**config.mk**
```make
export PLATFORM = sky130hd
export DESIGN_NAME = lzss_flag_word_decoder_top
export DESIGN_NICKNAME = d
export VERILOG_FILES = /design/src/design/lfwd_pkg.sv /design/src/design/lfwd_ctrl.sv /design/src/design/lfwd_dpath.sv /design/src/design/lzss_flag_word_decoder_top.sv
export SDC_FILE = /design/constraint.sdc
export NUM_CORES = 2
export LEC_CHECK = 0
export BUFFER_PORTS_ARGS = -buffer_cell sky130_fd_sc_hd__buf_4
export CORE_MARGIN = 2
export CORE_UTILIZATION = 60
export DETAILED_ROUTE_END_ITERATION = 16
export GPL_ROUTABILITY_DRIVEN = 0
export PLACE_DENSITY = 0.84
export SETUP_SLACK_MARGIN = 0.02
export SLEW_MARGIN = 10
export SYNTH_ARGS = -nofsm -noshare
export SYNTH_HDL_FRONTEND = slang
export SYNTH_SLANG_ARGS = --single-unit
```
**constraint.sdc**
```tcl
create_clock -name aclk -period 15.9 [get_ports aclk]
set_clock_uncertainty 0.05 [all_clocks]
set_input_delay 0.795 -clock aclk [delete_from_list [all_inputs] [get_ports aclk]]
set_output_delay 0.795 -clock aclk [all_outputs]
set_load 0.02 [all_outputs]
```
**src/design/lfwd_pkg.sv**
```systemverilog
// Shared constants and controller/datapath interface types for the LZSS flag-word decoder.
package lfwd_pkg;

    localparam int HIST_DEPTH = 256;
    localparam int HIST_AW    = $clog2(HIST_DEPTH);

    localparam logic [4:0] FLAG_BITS = 5'd16;
    localparam logic [3:0] LEN_BIAS  = 4'd2;

    typedef struct packed {
        logic start;
        logic hdr;
        logic flag_lo;
        logic flag_hi;
        logic take_bit;
        logic mlen_clr;
        logic len_shift;
        logic byte_ld;
        logic lit_wr;
        logic rd;
        logic copy_wr;
    } lfwd_cmd_t;

    typedef struct packed {
        logic hdr_last;
        logic cur_bit;
        logic flags_empty;
        logic size_reached;
        logic out_free;
        logic copy_last;
    } lfwd_stat_t;

endpackage

```
**src/design/lfwd_ctrl.sv**
```systemverilog
// Sequencer for the decoder: header, flag word reloads, token parsing and copy steps.
module lfwd_ctrl import lfwd_pkg::*; (
    input  logic       aclk,
    input  logic       aresetn,
    input  logic       s_valid,
    input  logic       s_block_start,
    output logic       s_ready,
    input  lfwd_stat_t stat,
    output lfwd_cmd_t  cmd
);

    localparam logic [3:0] ST_IDLE    = 4'd0;
    localparam logic [3:0] ST_HEADER  = 4'd1;
    localparam logic [3:0] ST_FLAG_LO = 4'd2;
    localparam logic [3:0] ST_FLAG_HI = 4'd3;
    localparam logic [3:0] ST_BYTE    = 4'd4;
    localparam logic [3:0] ST_DONE    = 4'd5;
    localparam logic [3:0] ST_PARSE   = 4'd6;
    localparam logic [3:0] ST_LIT     = 4'd7;
    localparam logic [3:0] ST_COPY_RD = 4'd8;
    localparam logic [3:0] ST_COPY_WR = 4'd9;

    localparam logic [1:0] TK_NONE = 2'd0;
    localparam logic [1:0] TK_LEN  = 2'd1;
    localparam logic [1:0] TK_LIT  = 2'd2;
    localparam logic [1:0] TK_OFF  = 2'd3;

    logic [3:0] state_reg, state_next;
    logic [1:0] tok_reg, tok_next;
    logic [1:0] len_left_reg, len_left_next;
    logic       accept;

    assign s_ready = (state_reg == ST_IDLE) || (state_reg == ST_HEADER) ||
                     (state_reg == ST_FLAG_LO) || (state_reg == ST_FLAG_HI) ||
                     (state_reg == ST_BYTE) || (state_reg == ST_DONE);
    assign accept  = s_valid && s_ready;

    always_comb begin
        state_next    = state_reg;
        tok_next      = tok_reg;
        len_left_next = len_left_reg;
        cmd           = '0;
        if (accept && s_block_start) begin
            cmd.start     = 1'b1;
            state_next    = ST_HEADER;
            tok_next      = TK_NONE;
            len_left_next = 2'd0;
        end else begin
            case (state_reg)
                ST_IDLE, ST_DONE: begin
                end
                ST_HEADER: begin
                    if (accept) begin
                        cmd.hdr = 1'b1;
                        if (stat.hdr_last) begin
                            state_next = ST_FLAG_LO;
                        end
                    end
                end
                ST_FLAG_LO: begin
                    if (accept) begin
                        cmd.flag_lo = 1'b1;
                        state_next  = ST_FLAG_HI;
                    end
                end
                ST_FLAG_HI: begin
                    if (accept) begin
                        cmd.flag_hi = 1'b1;
                        state_next  = ST_PARSE;
                    end
                end
                ST_BYTE: begin
                    if (accept) begin
                        cmd.byte_ld = 1'b1;
                        state_next  = (tok_reg == TK_LIT) ? ST_LIT : ST_COPY_RD;
                    end
                end
                ST_LIT: begin
                    if (stat.out_free) begin
                        cmd.lit_wr = 1'b1;
                        tok_next   = TK_NONE;
                        state_next = ST_PARSE;
                    end
                end
                ST_COPY_RD: begin
                    cmd.rd     = 1'b1;
                    state_next = ST_COPY_WR;
                end
                ST_COPY_WR: begin
                    if (stat.out_free) begin
                        cmd.copy_wr = 1'b1;
                        if (stat.copy_last) begin
                            tok_next   = TK_NONE;
                            state_next = ST_PARSE;
                        end else begin
                            state_next = ST_COPY_RD;
                        end
                    end
                end
                ST_PARSE: begin
                    // A flag word that just ran dry is reloaded before the token goes on.
                    case (tok_reg)
                        TK_NONE: begin
                            if (stat.size_reached) begin
                                state_next = ST_DONE;
                            end else if (stat.flags_empty) begin
                                state_next = ST_FLAG_LO;
                            end else begin
                                cmd.take_bit = 1'b1;
                                if (stat.cur_bit) begin
                                    cmd.mlen_clr  = 1'b1;
                                    tok_next      = TK_LEN;
                                    len_left_next = 2'd3;
                                end else begin
                                    tok_next = TK_LIT;
                                end
                            end
                        end
                        TK_LIT: begin
                            state_next = stat.flags_empty ? ST_FLAG_LO : ST_BYTE;
                        end
                        TK_LEN: begin
                            if (stat.flags_empty) begin
                                state_next = ST_FLAG_LO;
                            end else if (len_left_reg == 2'd0) begin
                                tok_next   = TK_OFF;
                                state_next = ST_BYTE;
                            end else begin
                                cmd.take_bit  = 1'b1;
                                cmd.len_shift = 1'b1;
                                len_left_next = len_left_reg - 2'd1;
                            end
                        end
                        default: begin
                            state_next = ST_BYTE;
                        end
                    endcase
                end
                default: begin
                    state_next = ST_IDLE;
                end
            endcase
        end
    end

    always_ff @(posedge aclk) begin
        if (!aresetn) begin
            state_reg    <= ST_IDLE;
            tok_reg      <= TK_NONE;
            len_left_reg <= 2'd0;
        end else begin
            state_reg    <= state_next;
            tok_reg      <= tok_next;
            len_left_reg <= len_left_next;
        end
    end

    a_take_needs_flags: assert property (@(posedge aclk) disable iff (!aresetn)
        cmd.take_bit |-> !stat.flags_empty)
        else $error("flag bit taken from an empty flag word");

    a_byte_token: assert property (@(posedge aclk) disable iff (!aresetn)
        (state_reg == ST_BYTE) |-> (tok_reg == TK_LIT || tok_reg == TK_OFF))
        else $error("waiting for a token byte without a literal or offset pending");

    a_done_sized: assert property (@(posedge aclk) disable iff (!aresetn)
        (state_reg == ST_DONE) |-> stat.size_reached)
        else $error("block marked done before the declared size was produced");

endmodule

```
**src/design/lfwd_dpath.sv**
```systemverilog
// Datapath: history memory, flag word, header size, counters and the output register.
module lfwd_dpath import lfwd_pkg::*; (
    input  logic        aclk,
    input  logic        aresetn,
    input  lfwd_cmd_t   cmd,
    input  logic [7:0]  s_in_byte,
    input  logic        m_ready,
    output lfwd_stat_t  stat,
    output logic        m_valid,
    output logic [7:0]  m_out_byte,
    output logic        m_run_last,
    output logic        m_block_done
);

    logic [7:0]            hist_mem [HIST_DEPTH];
    logic [HIST_DEPTH-1:0] hist_valid_reg, hist_valid_next;

    logic [HIST_AW-1:0] pos_reg, pos_next;
    logic [15:0]        flag_word_reg, flag_word_next;
    logic [4:0]         flags_left_reg, flags_left_next;
    logic [2:0]         hdr_idx_reg, hdr_idx_next;
    logic [31:0]        target_reg, target_next;
    logic [31:0]        count_reg, count_next;
    logic [2:0]         mlen_reg, mlen_next;
    logic [3:0]         copy_cnt_reg, copy_cnt_next;
    logic [7:0]         byte_reg;
    logic [7:0]         rd_data_reg;
    logic               rd_valid_reg;
    logic [7:0]         out_byte_reg;
    logic               out_last_reg;
    logic               out_done_reg;
    logic               out_valid_reg, out_valid_next;

    logic               emit;
    logic [7:0]         emit_byte;
    logic [HIST_AW-1:0] rd_addr;
    logic [31:0]        count_inc;

    assign emit      = cmd.lit_wr || cmd.copy_wr;
    // Entries not written since the block start read as zero.
    assign emit_byte = cmd.lit_wr ? byte_reg : (rd_valid_reg ? rd_data_reg : 8'h00);
    assign rd_addr   = pos_reg + byte_reg[HIST_AW-1:0];
    assign count_inc = (count_reg == 32'hFFFF_FFFF) ? count_reg : count_reg + 32'd1;

    assign stat.hdr_last     = (hdr_idx_reg == 3'd7);
    assign stat.cur_bit      = flag_word_reg[15];
    assign stat.flags_empty  = (flags_left_reg == 5'd0);
    assign stat.size_reached = (count_reg >= target_reg);
    assign stat.out_free     = !out_valid_reg || m_ready;
    assign stat.copy_last    = (copy_cnt_reg == 4'd1);

    always_comb begin
        hist_valid_next = hist_valid_reg;
        pos_next        = pos_reg;
        flag_word_next  = flag_word_reg;
        flags_left_next = flags_left_reg;
        hdr_idx_next    = hdr_idx_reg;
        target_next     = target_reg;
        count_next      = count_reg;
        mlen_next       = mlen_reg;
        copy_cnt_next   = copy_cnt_reg;
        if (cmd.start) begin
            // The start item is header byte zero, which carries no size bits.
            hist_valid_next = '0;
            pos_next        = '0;
            flag_word_next  = 16'h0000;
            flags_left_next = 5'd0;
            hdr_idx_next    = 3'd1;
            target_next     = 32'd0;
            count_next      = 32'd0;
            mlen_next       = 3'd0;
        end else begin
            if (cmd.hdr) begin
                hdr_idx_next = hdr_idx_reg + 3'd1;
                case (hdr_idx_reg)
                    3'd4:    target_next[7:0]   = s_in_byte;
                    3'd5:    target_next[15:8]  = s_in_byte;
                    3'd6:    target_next[23:16] = s_in_byte;
                    3'd7:    target_next[31:24] = s_in_byte;
                    default: begin
                    end
                endcase
            end
            if (cmd.flag_lo) begin
                flag_word_next = {8'h00, s_in_byte};
            end
            if (cmd.flag_hi) begin
                flag_word_next  = {s_in_byte, flag_word_reg[7:0]};
                flags_left_next = FLAG_BITS;
            end
            if (cmd.take_bit) begin
                flag_word_next  = {flag_word_reg[14:0], 1'b0};
                flags_left_next = flags_left_reg - 5'd1;
            end
            if (cmd.mlen_clr) begin
                mlen_next = 3'd0;
            end else if (cmd.len_shift) begin
                mlen_next = {mlen_reg[1:0], flag_word_reg[15]};
            end
            if (cmd.byte_ld) begin
                copy_cnt_next = {1'b0, mlen_reg} + LEN_BIAS;
            end
            if (cmd.copy_wr) begin
                copy_cnt_next = copy_cnt_reg - 4'd1;
            end
            if (emit) begin
                hist_valid_next[pos_reg] = 1'b1;
                pos_next                 = pos_reg + 1'b1;
                count_next               = count_inc;
            end
        end
    end

    always_comb begin
        out_valid_next = out_valid_reg;
        if (emit) begin
            out_valid_next = 1'b1;
        end else if (m_ready) begin
            out_valid_next = 1'b0;
        end
    end

    always_ff @(posedge aclk) begin
        if (!aresetn) begin
            hist_valid_reg <= '0;
            pos_reg        <= '0;
            flag_word_reg  <= 16'h0000;
            flags_left_reg <= 5'd0;
            hdr_idx_reg    <= 3'd0;
            target_reg     <= 32'd0;
            count_reg      <= 32'd0;
            mlen_reg       <= 3'd0;
            copy_cnt_reg   <= 4'd0;
            out_valid_reg  <= 1'b0;
        end else begin
            hist_valid_reg <= hist_valid_next;
            pos_reg        <= pos_next;
            flag_word_reg  <= flag_word_next;
            flags_left_reg <= flags_left_next;
            hdr_idx_reg    <= hdr_idx_next;
            target_reg     <= target_next;
            count_reg      <= count_next;
            mlen_reg       <= mlen_next;
            copy_cnt_reg   <= copy_cnt_next;
            out_valid_reg  <= out_valid_next;
        end
    end

    always_ff @(posedge aclk) begin
        if (cmd.byte_ld) begin
            byte_reg <= s_in_byte;
        end
        if (emit) begin
            out_byte_reg <= emit_byte;
            out_last_reg <= cmd.lit_wr || (copy_cnt_reg == 4'd1);
            out_done_reg <= (count_inc >= target_reg);
        end
    end

    always_ff @(posedge aclk) begin
        if (emit) begin
            hist_mem[pos_reg] <= emit_byte;
        end
        if (cmd.rd) begin
            rd_data_reg  <= hist_mem[rd_addr];
            rd_valid_reg <= hist_valid_reg[rd_addr];
        end
    end

    assign m_valid      = out_valid_reg;
    assign m_out_byte   = out_byte_reg;
    assign m_run_last   = out_last_reg;
    assign m_block_done = out_done_reg;

    a_no_overwrite: assert property (@(posedge aclk) disable iff (!aresetn)
        emit |-> (!out_valid_reg || m_ready))
        else $error("output item overwritten before it was taken");

    a_flags_range: assert property (@(posedge aclk) disable iff (!aresetn)
        flags_left_reg <= FLAG_BITS)
        else $error("flag bit count beyond one flag word");

    a_copy_count: assert property (@(posedge aclk) disable iff (!aresetn)
        cmd.rd |-> (copy_cnt_reg != 4'd0))
        else $error("history read issued with no copy bytes left");

endmodule

```
**src/design/lzss_flag_word_decoder_top.sv**
```systemverilog
// Top level of the LZSS flag-word decoder with a 256-byte history window.
//
//  channel   direction  ports                               item
//  s_        in         s_valid s_ready s_in_byte           one compressed byte
//                       s_block_start
//  m_        out        m_valid m_ready m_out_byte          one decoded byte
//                       m_run_last m_block_done
//
// Header and flag word bytes are each taken directly in their own wait state. After the high
// flag byte or a token byte, the sequencer consumes the flag bits of the next token one at a
// time in its parse state, reloading the flag word whenever it runs dry, before it waits for
// the next byte. A literal is written straight from the token byte; each output byte of a match
// goes through a registered history read and then a write back.
// Reset and block start clear all history valid bits at once; there is no clearing pass.
// A stalled output register holds the sequencer in its write step until the item is taken.
module lzss_flag_word_decoder_top import lfwd_pkg::*; (
    input  logic       aclk,
    input  logic       aresetn,
    input  logic       s_valid,
    output logic       s_ready,
    input  logic [7:0] s_in_byte,
    input  logic       s_block_start,
    output logic       m_valid,
    input  logic       m_ready,
    output logic [7:0] m_out_byte,
    output logic       m_run_last,
    output logic       m_block_done
);

    lfwd_cmd_t  cmd;
    lfwd_stat_t stat;

    lfwd_ctrl u_ctrl (
        .aclk          (aclk),
        .aresetn       (aresetn),
        .s_valid       (s_valid),
        .s_block_start (s_block_start),
        .s_ready       (s_ready),
        .stat          (stat),
        .cmd           (cmd)
    );

    lfwd_dpath u_dpath (
        .aclk         (aclk),
        .aresetn      (aresetn),
        .cmd          (cmd),
        .s_in_byte    (s_in_byte),
        .m_ready      (m_ready),
        .stat         (stat),
        .m_valid      (m_valid),
        .m_out_byte   (m_out_byte),
        .m_run_last   (m_run_last),
        .m_block_done (m_block_done)
    );

endmodule

```
* Word-level counts from Yosys, hierarchy flattened *
Memory sizes are Yosys's and may differ from the RTL's. A register that Yosys moved wholly into a read port is not among the register bits.
Cells that the tools add are included.

storage, ports and cells
  output and inout bits = 12
  flip-flop bits (word level) = 387
  bits of input ports = 13
  RAM bits = 2048
  word-level logic and storage cells = 205
  memories = 1

operators by class
  bitwise operators = 5
  magnitude comparators = 5
  mux-type cells = 73
  equality and inequality tests = 48
  $add $sub $neg = 8
  reductions and logical operators = 40

memory list
  name              words  bits a word  read ports  clocked after Yosys merged registers in  wr ports  RTL line          source
  u_dpath.hist_mem  256    8            1           1                                        1         lfwd_dpath.sv:15  logic [7:0] hist_mem [HIST_DEPTH];

operator list
  kind                                                                     number
  256-bit OR                                                               1
  32-bit >= comparator                                                     2
  4-bit 2-to-1 mux                                                         15
  16-bit 2-to-1 mux                                                        3
  4-bit one-hot mux with 9 select lines                                    1
  32-bit by 1-bit adder with 32-bit output, second input constant          1
  32-bit equality test, second input constant                              1
  32-bit 2-to-1 mux                                                        1
  2-bit 2-to-1 mux                                                         15
  1-bit 2-to-1 mux                                                         24
  3-bit by 2-bit inequality test with 1-bit output, second input constant  7
  10-bit AND reduction                                                     2
  8-bit by 9-bit < comparator with 1-bit output, second input constant     2
  2-bit inequality test, second input constant                             9
  4-bit by 3-bit equality test with 1-bit output, second input constant    4
  8-bit 2-to-1 mux                                                         2
  2-bit AND reduction                                                      7
  3-bit equality test, second input constant                               4
  2-bit by 1-bit inequality test with 1-bit output, second input constant  6
  3-bit inequality test, second input constant                             4
  4-bit one-hot mux with 3 select lines                                    1
  2-bit nonzero test                                                       6
  10-bit 2-to-1 mux                                                        1
  5-bit 2-to-1 mux                                                         2
  other kinds (36)                                                         58

* Logic depth before layout (Yosys ltp) *
  depth in word-level cells = 13
  gate-level depth with buffers = 18
  gate-level depth less buffers = 18

* By module *
Synthesis repeated with hierarchy kept, for this count alone.

second synthesis, totals
  cells, all modules = 5443
  area total of the unflattened synthesis = 97664.9 µm²

by module, submodules not included
  module      area an instance (µm²)  times used  cells an instance  seq. area each (µm²)
  lfwd_dpath  96824.1                 1           5336               69516.7
  lfwd_ctrl   840.8                   1           107                160.2

* Least setup slack after synthesis *
Ideal clock, no wire load.

  path kind = input to register
  from = input port m_ready
  to = memory u_dpath.hist_mem[0][2] (data pin)
  path slack = 2.426 ns
  stages = 4
  path buffers = 1
  arrival = 11.230 ns
  setup time = 2.194 ns
  data required time = 13.656 ns
  cell sequence = nor2b_1 -> nor4_1 -> clkbuf_1 -> o21ai_0

on the way
  word-level cells in the longest chain between the ends = 5

ends and longest elaborated chain
  what                      RTL line                          source
  start, declared           lzss_flag_word_decoder_top.sv:24  input logic m_ready,
  1-bit logical OR          lfwd_dpath.sv:49                  assign stat.out_free = !out_valid_reg || m_ready;
  1-bit 2-to-1 mux          lfwd_ctrl.sv:79                   if (stat.out_free) begin
  1-bit 2-to-1 mux          lfwd_ctrl.sv:49                   case (state_reg)
  10-bit 2-to-1 mux         lfwd_ctrl.sv:43                   if (accept && s_block_start) begin
  8-bit 2-to-1 mux          lfwd_dpath.sv:41                  assign emit_byte = cmd.lit_wr ? byte_reg : (rd_valid_reg ? rd_data_reg : 8'h00);
  via u_dpath.emit_byte[2]  lfwd_dpath.sv:35                  logic [7:0] emit_byte;
  end, declared             lfwd_dpath.sv:15

The timed path passes the listed nets, and every way through them passes these cells.

* Worst setup path in the final report *
  from = register u_dpath.byte_reg[0]
  to = register u_dpath.rd_data_reg[3] (read register of u_dpath.hist_mem) (data pin)

on the way
  word-level cells in the longest chain between the ends = 1

ends and longest elaborated chain
  what                    RTL line           source
  start, declared         lfwd_dpath.sv:26   logic [7:0] byte_reg;
  start signal, assigned  lfwd_dpath.sv:151  byte_reg <= s_in_byte;
  8-bit adder             lfwd_dpath.sv:42   assign rd_addr = pos_reg + byte_reg[HIST_AW-1:0];
  end, declared           lfwd_dpath.sv:27   logic [7:0] rd_data_reg;

Every way passes these cells.
A chain may end at the register's enable or synchronous reset.

==> out/results.tsv <==
metric	value	unit
Post-Route WL	252000	microns
Remaining Overflow, GRT	0	
vias in the first global route	54300	
most common cell in the netlist	edfxtp_1	
hold buffers post-CTS	0	
synthesized area per cell	18.3	sq um
initial antenna violation count	9	
post-place setup slack	9.51	ns
slew at the pin closest to its max-slew limit	1.36	ns
post_cts resized	0	
FF/Latch Area	0.0697	sq mm
max_cap viols	0	
Netlist cell types	80	
synth warn	0	
Final Setup Violations	0	
max FFs per register	2048	
Die W	407	microns
Hold Crit Class	in -> reg	
All-Layer GR Usage	30.8	%
top post-synthesis cells by area	edfxtp_1, mux4_2, dfxtp_1	
RSZ-0062 raised after global routing	no	
Routed Antenna Nets	0	
Core Util, Final	66.9	%
Max VDD drop	130	uV
WP data arrival	7.08	ns
Root Driver	clkbuf_16	
synth cell count leaders	edfxtp_1, mux4_2, nor2_1	
Vias	54100	
CTS max path bufs	3	
die area	0.165	sq mm
Yosys top cell area share	64.1	%
Top FF cell, synth	edfxtp_1	
largest net degree at the start of global routing	135	
Die Height	407	microns
cell taking the most area after synthesis	edfxtp_1	
layout cells sized above 1	22.2	%
power share of the clock group	45.1	%
min Tclk post-route	6.56	ns
reg-to-reg slack, setup	9.34	ns
WL per Instance	32.6	microns
switch share	19.8	%
# fillers	9568	
DR iter-0 viols	8845	
drt pass-1 iters	6	
Final Net Count	5454	
hpwl dp	140000	microns
I/O Buffers	24	
post-route cell area	0.108	sq mm
register area share after synthesis	71.7	%
clock slew at reported path FFs	0.07	ns
TNS Setup	0	ns
Worst EP required	16.42	ns
H-tree depth	4	
first-pass GRT wire length	368000	microns
Hold WS	0.179	ns
post-synthesis cell count	5306	
post-CTS setup buffer count	0	
Pwr Total	12.5	mW
Initial Util	60.5	%
layout overhead on the synthesized area	10.7	%
dpl cells	7282	
CP Capture Type	flop	
Remaining DRCs	0	
count of pins over their slew limit	0	
cell-internal power	10.1	mW
Placed Instance Area	0.0997	sq mm
combinational share of power	0.3	%
multi-input logic area	0.0262	sq mm
Power Density	117	mW/mm^2
CP Class	reg -> reg	
# IOs	25	
synthesized net count	5410	
fmax	0.152	GHz
CTS Sinks	2443	
crit path max fanout	60	
Post-synth ARST share	0	%
worst-skew pair later-pin latency	0.89	ns
Via density	7.01	
fin cells	7721	
final hold vios	0	
Synth Cell Area	0.0972	sq mm
status	completed	
switching power total	2.48	mW
row count	147	
CTS tree	built	
flops & latches, synth	2443	
core area	0.161	sq mm
Rel. slew slack	8.59	%
Post-synth EDFFs	2075	
clock buffer count from CTS	224	
Flop pwr share	54.6	%
fin crit share	41.3	%
crit start category	flop	
P_leak	34.9	nW
Final WS setup	9.34	ns
power groups by stage:
stage / Sequential (mW) / Combinational [mW] / Clock, mW
floorplan: 6.98 / 0.0218 / 0
global placement: 6.98 / 0.0382 / 0
detailed placement: 6.98 / 0.0392 / 0
CTS: 6.85 / 0.0396 / 5.66
global route: 6.84 / 0.0418 / 5.87
finish: 6.84 / 0.0404 / 5.65
cells by family (layout without fill, tap and decap cells):
group                      count (synthesis)  count (layout)  synth area share, %
buffers and inverters                    367             614                 1.72
adders and majority gates                 91              91                 1.18
AOI/OAI and AO/OA                        574             574                 4.19
and+or+nand+nor                         1031            1031                 4.63
other                                      0               8                    0
xor gates and xnor gates                  69              69                0.649
DFF                                     2443            2443                 71.7
muxes                                    731             731                 16.0
path summary, 6_finish.rpt:
kind | end | startpoint | cells past startpoint
setup reg to reg | u_dpath.rd_data_reg[3] | u_dpath.byte_reg[0] | 11
hold / removal | u_dpath.copy_cnt_reg[1] | aresetn | 2
hold reg to reg | u_dpath.target_reg[27] | u_dpath.target_reg[27] | 2
setup / recovery | u_dpath.rd_data_reg[3] | u_dpath.byte_reg[0] | 11
area by class of cell:
cell class,instances,area share (%)
multi-input combinational,2496,24.3
antenna,8,0.0186
clock inverter,118,1.26
timing repair buffer,116,0.905
sequential,2443,64.8
clock buffer,311,5.99
inverter,69,0.241
tap,2160,2.51
metal layers:
layer  routed length [microns]  vias up  GRT usage [%]  part of all wire (%)
met2                    122000     4521           48.9                    48
met1                     84200    27400           39.7                    33
met5                        37        -              0                 0.015
met4                     16000        6           17.1                   6.4
li1                          -    21300              -                     -
met3                     30100      907           7.20                    12
worst max-delay path, stage by stage, from the launching register on:
cell and delay (ns):
edfxtp_1 0.43, ha_4 0.20, fa_4 1.47, buf_4 0.77
buf_4 0.76, buf_4 0.68, mux4_2 0.40, mux4_2 0.49
a22oi_1 0.20, nor2_1 0.12, a2111oi_2 0.48, nor4_1 0.10
cells in the final DEF, fill, tap and decap left out, drive strengths merged, types with 9 or more instances in the layout:
cell / instances
o22ai: 26
nor3: 17
buf: 116
mux4: 652
a31oi: 16
o21ai: 62
a311oi: 29
a22oi: 16
clkinvlp: 9
clkinv: 78
nand4: 44
a221oi: 9
and3: 52
dfxtp: 368
xnor2: 34
a211oi: 36
nor2: 504
ha: 90
o31ai: 11
nand2: 253
inv: 78
a21oi: 75
xor2: 35
a211o: 11
nor2b: 12
nor4: 19
mux2: 27
bufinv: 22
edfxtp: 2075
clkbuf: 311
mux2i: 52
nand3: 85
o21a: 210
a21o: 34
nand2b: 10
or3: 15
Note: power is estimated with default switching activity, not from simulation.
